--- config.mk ---
export PLATFORM = sky130hd
export DESIGN_NAME = sfp_ctrl
export DESIGN_NICKNAME = d
export VERILOG_FILES = /design/src/rtl/sfp_pkg.sv /design/src/rtl/sfp_ctrl.sv
export SDC_FILE = /design/constraint.sdc
export NUM_CORES = 1
export LEC_CHECK = 0
export ABC_CLOCK_PERIOD_IN_PS = 3700
export BUFFER_PORTS_ARGS = -buffer_cell sky130_fd_sc_hd__buf_2
export CAP_MARGIN = 0
export CORE_AREA = 5 5 42 44
export DETAILED_ROUTE_END_ITERATION = 6
export DIE_AREA = 0 0 47 49
export GPL_TIMING_DRIVEN = 0
export PLACE_DENSITY_LB_ADDON = 0.12
export SETUP_SLACK_MARGIN = 0.5
export SLEW_MARGIN = 40
export SYNTH_ARGS = -nofsm -noshare
export SYNTH_HDL_FRONTEND = slang
export SYNTH_SLANG_ARGS = --single-unit
--- constraint.sdc ---
create_clock -name clk -period 3.7 [get_ports clk]
set_clock_uncertainty 0.05 [all_clocks]
set_input_delay 0.37 -clock clk [delete_from_list [all_inputs] [get_ports clk]]
set_output_delay 0.37 -clock clk [all_outputs]
set_load 0.05 [all_outputs]
--- src/rtl/sfp_pkg.sv ---
package sfp_pkg;

    localparam int LenBits    = 16;
    localparam int AngBits    = 16;
    localparam int CordSteps  = 16;
    localparam int StepBits   = 4;
    localparam int HundredthRad = 82;
    localparam int QuarterTurn  = 12868;
    localparam logic signed [31:0] CordGain = 32'sd652032874;

    localparam logic [2:0] ADDR_WB   = 3'd0;
    localparam logic [2:0] ADDR_HW   = 3'd1;
    localparam logic [2:0] ADDR_FL   = 3'd2;
    localparam logic [2:0] ADDR_RL   = 3'd3;
    localparam logic [2:0] ADDR_MG   = 3'd4;
    localparam logic [2:0] ADDR_LIM  = 3'd5;

    typedef enum logic [6:0] {
        ST_IDLE  = 7'b0000001,
        ST_CORD  = 7'b0000010,
        ST_DIV   = 7'b0000100,
        ST_SQR   = 7'b0001000,
        ST_ROOT  = 7'b0010000,
        ST_FIN   = 7'b0100000,
        ST_OUT   = 7'b1000000
    } state_t;

    typedef struct packed {
        logic load;
        logic cord_step;
        logic div_init;
        logic div_step;
        logic sqr_load;
        logic root_step;
        logic finish;
    } cmd_t;

    typedef struct packed {
        logic straight;
        logic last_step;
        logic div_done;
        logic root_done;
    } stat_t;

    function automatic logic [31:0] atan_q29(input logic [StepBits-1:0] i);
        logic [31:0] v;
        unique case (i)
            4'd0:  v = 32'd421657428;
            4'd1:  v = 32'd248918915;
            4'd2:  v = 32'd131521918;
            4'd3:  v = 32'd66762579;
            4'd4:  v = 32'd33510843;
            4'd5:  v = 32'd16771758;
            4'd6:  v = 32'd8387925;
            4'd7:  v = 32'd4194219;
            4'd8:  v = 32'd2097141;
            4'd9:  v = 32'd1048575;
            4'd10: v = 32'd524288;
            4'd11: v = 32'd262144;
            4'd12: v = 32'd131072;
            4'd13: v = 32'd65536;
            4'd14: v = 32'd32768;
            default: v = 32'd16384;
        endcase
        return v;
    endfunction

endpackage

--- src/rtl/sfp_ctrl.sv ---
module sfp_ctrl
    import sfp_pkg::*;
(
    input  logic  clk,
    input  logic  rst_n,
    input  logic  start,
    input  stat_t stat,
    input  logic  out_free,
    output cmd_t  cmd,
    output logic  busy
);

    state_t state_reg, state_next;

    always_comb
    begin
        state_next = state_reg;
        cmd = '0;
        unique case (state_reg)
            ST_IDLE:
            begin
                if (start)
                begin
                    cmd.load = 1'b1;
                    state_next = ST_CORD;
                end
            end
            ST_CORD:
            begin
                if (stat.straight)
                    state_next = ST_FIN;
                else
                begin
                    cmd.cord_step = 1'b1;
                    if (stat.last_step)
                        state_next = ST_DIV;
                end
            end
            ST_DIV:
            begin
                cmd.div_init = 1'b1;
                state_next = ST_SQR;
            end
            ST_SQR:
            begin
                if (stat.div_done)
                begin
                    cmd.sqr_load = 1'b1;
                    state_next = ST_ROOT;
                end
                else
                    cmd.div_step = 1'b1;
            end
            ST_ROOT:
            begin
                if (stat.root_done)
                    state_next = ST_FIN;
                else
                    cmd.root_step = 1'b1;
            end
            ST_FIN:
            begin
                if (out_free)
                begin
                    cmd.finish = 1'b1;
                    state_next = ST_OUT;
                end
            end
            ST_OUT:
                state_next = ST_IDLE;
            default:
                state_next = ST_IDLE;
        endcase
    end

    always_ff @(posedge clk or negedge rst_n)
    begin
        if (!rst_n)
            state_reg <= ST_IDLE;
        else
            state_reg <= state_next;
    end

    assign busy = (state_reg != ST_IDLE);

    a_onehot: assert property (@(posedge clk) disable iff (!rst_n) $onehot(state_reg))
        else $error("state not one-hot");
    a_start: assert property (@(posedge clk) disable iff (!rst_n)
        (state_reg == ST_IDLE && start) |=> state_reg == ST_CORD)
        else $error("start lost");
    a_fin: assert property (@(posedge clk) disable iff (!rst_n)
        cmd.finish |=> state_reg == ST_OUT)
        else $error("finish lost");

endmodule

# Yosys cells after proc, flatten, opt, wreduce, memory -nomap -nowiden
# Cells that the tools add are included.
# totals
ff_bits,7
input_bits,8
output_inout_bits,8
wordCells,33
# classes
eq_ne,12
mux,19
n_reduce_logical,1
# op_table
operator,n
$mux W7,6
$pmux W7 S6,1
$mux W1,11
$ne A2 B2 Y1 const B,4
$eq A7 B1 Y1 const B,1
$eq A7 B2 Y1 const B,1
$eq A7 B3 Y1 const B,1
$eq A7 B4 Y1 const B,1
$eq A7 B5 Y1 const B,1
$eq A7 B6 Y1 const B,1
$ne A7 B1 Y1 const B,1
$reduce_and A5 Y1,1
$ne A3 B3 Y1 const B,1
$mux W2,1

# Depth between registers and ports, before layout
# depth
word_depth,3
ltp_mapped,4
mapped_depth_nobuf,4

# Worst setup path before layout
# No wires, ideal clock.
# synth_path
path_type,reg-to-output
startpoint,reg state_reg[1]
endpoint,out cmd[1] (netlist name)
arrival_ns,1.904
required_ns,3.280
slack_ns,1.376
stages_incl_launch_ff,4
path_buffers,0
path_cell_list,dfrtp_1 or3_4 or4_4 nor3b_2
# synth_rtl
item,line_no,source
from (decl),sfp_ctrl.sv:13,"state_t state_reg, state_next;"
from (signal assigned),sfp_ctrl.sv:81,state_reg <= state_next;
to (decl),sfp_ctrl.sv:9,"output cmd_t cmd,"

==> metrics.yaml <==
grt_usage_pct: 10.1
coreArea_sq_mm: 0.00140
antenna_found_initial: 0
syn_inst: 48
hold_violations: 0
final_cells: 84
grt_first_pass_wirelength_um: 1670
period_minus_slack_ns: 2.42
synth-seq-area-share_pct: 40.6
final_common_cell: "buf_2"
criticalPathCategory: "reg -> out"
dp_worst_setup_slack_ns: 1.53
path_max_fanout: 5
hpwl_um: 807
status: "finished, final reports clean"
rows: 14
yosysTopAreaCellShare_pct: 34.6
clkSlewWorstSetupHoldPaths_ns: 0.05
clk_path_buf_depth: 2
slowest_stage: "or4_4"
synth_warnings: 0
slew_viol_final: 0
synth_area_sq_um: 434
multi_input_area_sq_um: 243
grt_overflow: 0
synthToLayoutAreaGrowth_pct: 30.3
relSlewSlack_pct: 78.3
largest_register_ffs: 7
syn-num-nets: 56
powerDensity_mw_per_mm2: 645
cp_data_arrival_time_ns: 2.00
finalSetupViolations: 0
tightest_slew_ns: 0.326
vias: 404
crit_chain: "or3_4 -> or4_4 -> nor3b_2 -> buf_2"
n_fill_cell: 155
synth-seq-cells: 7
rsz0062_at_grt: "no"
routabilityCongestion: 0.712
drive_gt1_share_pct: 33.8
ir_drop_v: 0.000410
grt_pass1_vias: 412
numPortBuffers: 15
met1_usage_pct: 12.3
clock_sinks: 7
p_leak_nw: 0.289
critical_path.top_delay_family: "simple AND/OR/NAND/NOR gates"
clk_latency_ns: 0.25
cp.required_ns: 3.28
ff_latch_area_sq_um: 176
holdCritPathClass: "in -> reg"
p_sw_mw: 0.164
grt_max_degree: 10
pwr-share-seq_pct: 33.2
pwr-share-comb_pct: 48.4
route.antenna.remaining_nets: 0
initial_core_util_pct: 31.0
synth_cell_types: 28
diodes: 0
cp-end-kind: "primary output"
vias_per_cell: 4.81
internal_power_mw: 0.200
die_w_um: 47
crit_path_start_kind: "register"
p_clk_share_pct: 18.4
wl_um: 989
grt-busiest-layer: "met2"
htree_levels: 1
cpPeakStageDelay_ns: 0.44
fin_ws_ns: 1.28
wl_per_cell_um: 11.8
final_cell_mix: "buf_2, nor2_1, dfrtp_1"
whs_ns: 0.285
final_nets: 77
grtUsageMet3_pct: 3.69
place_inst: 79
die-area_sq_mm: 0.00230
drcViolationCount: 0
ios: 16
drt_iter0_drc: 8
finalSetupTns_ns: 0
drtPass1Iterations: 3
r2r_setup_slack_ns: 1.97
synth_area_per_cell_sq_um: 9.05
cap_violations: 0
swShare_pct: 45.1
use_met2_pct: 14.9
synth.area.top_cells: "dfrtp_1, dfstp_2, nor2_1"
fin_crit_sh_pct: 65.5
dieHeight_um: 49
timing.critical_path.buf_inv: 1
total_power_mw: 0.365
yosys.area.top_type: "dfrtp_1"
root_buffer: "clkbuf_4"
tritoncts.num_buffers: 3
fmaxAchievable_mhz: 412
cts_tree: "built"
==> layer usage <==
metal / part of all wire [%] / routed length [um]
met5: 0 / 0
met4: 1.1 / 11
met3: 10 / 100
met2: 45 / 445
met1: 44 / 432
==> power by group through the flow <==
stage	sequential (mW)	clock, mW	combinational [mW]
finish	0.121	0.0670	0.177
global route	0.126	0.0740	0.195
CTS	0.122	0.0708	0.179
detailed placement	0.123	0	0.177
global placement	0.124	0	0.176
floorplan	0.115	0	0.145
==> metrics by stage <==
step           utilization, %  area (sq um)
4_1_cts                  40.4           566
3_5_place_dp             37.8           529
3_3_place_gp             37.8           529
2_1_floorplan               -           434
6_report                 40.4           566
5_1_grt                  40.4           566
==> area by class of cell <==
type | count | area share [%]
plain buffers | 1 | 0.664
well taps | 16 | 3.54
clock buffers | 4 | 4.65
repair buffers | 16 | 15.0
inverters | 3 | 1.99
flip-flops and latches | 7 | 31.2
multi-input cells | 37 | 42.9
==> kinds of logic (layout without fill, tap and decap cells) <==
kind of cell,after synthesis,in the layout,synth area share (%)
flops,7,7,40.6
xor+xnor,1,1,2.02
simple gates,27,27,40.9
buf+inv,4,24,3.46
compound gates,9,9,13.0
==> cell usage after synthesis <==
library cell / count
or3_1: 3
and3_1: 1
nor3b_1: 1
a31oi_1: 1
nand4bb_1: 1
clkbuf_1: 1
dfstp_2: 1
and2_1: 1
nor2_1: 7
nor2b_1: 1
nand2_1: 1
nor3_1: 3
and3b_1: 1
or3_4: 1
dfrtp_1: 6
a21oi_1: 1
nor4b_1: 1
o21ai_0: 3
nand3b_1: 1
nand2b_1: 1
xor2_1: 1
o21bai_1: 2
o22ai_1: 1
inv_1: 3
o2bb2ai_1: 1
or4_4: 1
nor3_2: 1
nor3b_2: 1
==> worst paths after layout <==
path                       depth (start not counted)          from           end
min reg2reg                                        1  state_reg[0]  state_reg[0]
max reg2reg                                        4  state_reg[1]  state_reg[4]
max in group asynchronous                          2         rst_n  state_reg[0]
min                                                2       stat[1]  state_reg[3]
min in group asynchronous                          2         rst_n  state_reg[4]
max                                                4  state_reg[1]        cmd[1]
==> repair_timing <==
item | in CTS | in global routing
buffers inserted | 0 | 0
hold endpoints to repair | 6 | 0
gates resized for setup | 0 | 0
hold buffers | 1 | 0
Note: power is estimated with default switching activity, not from simulation.
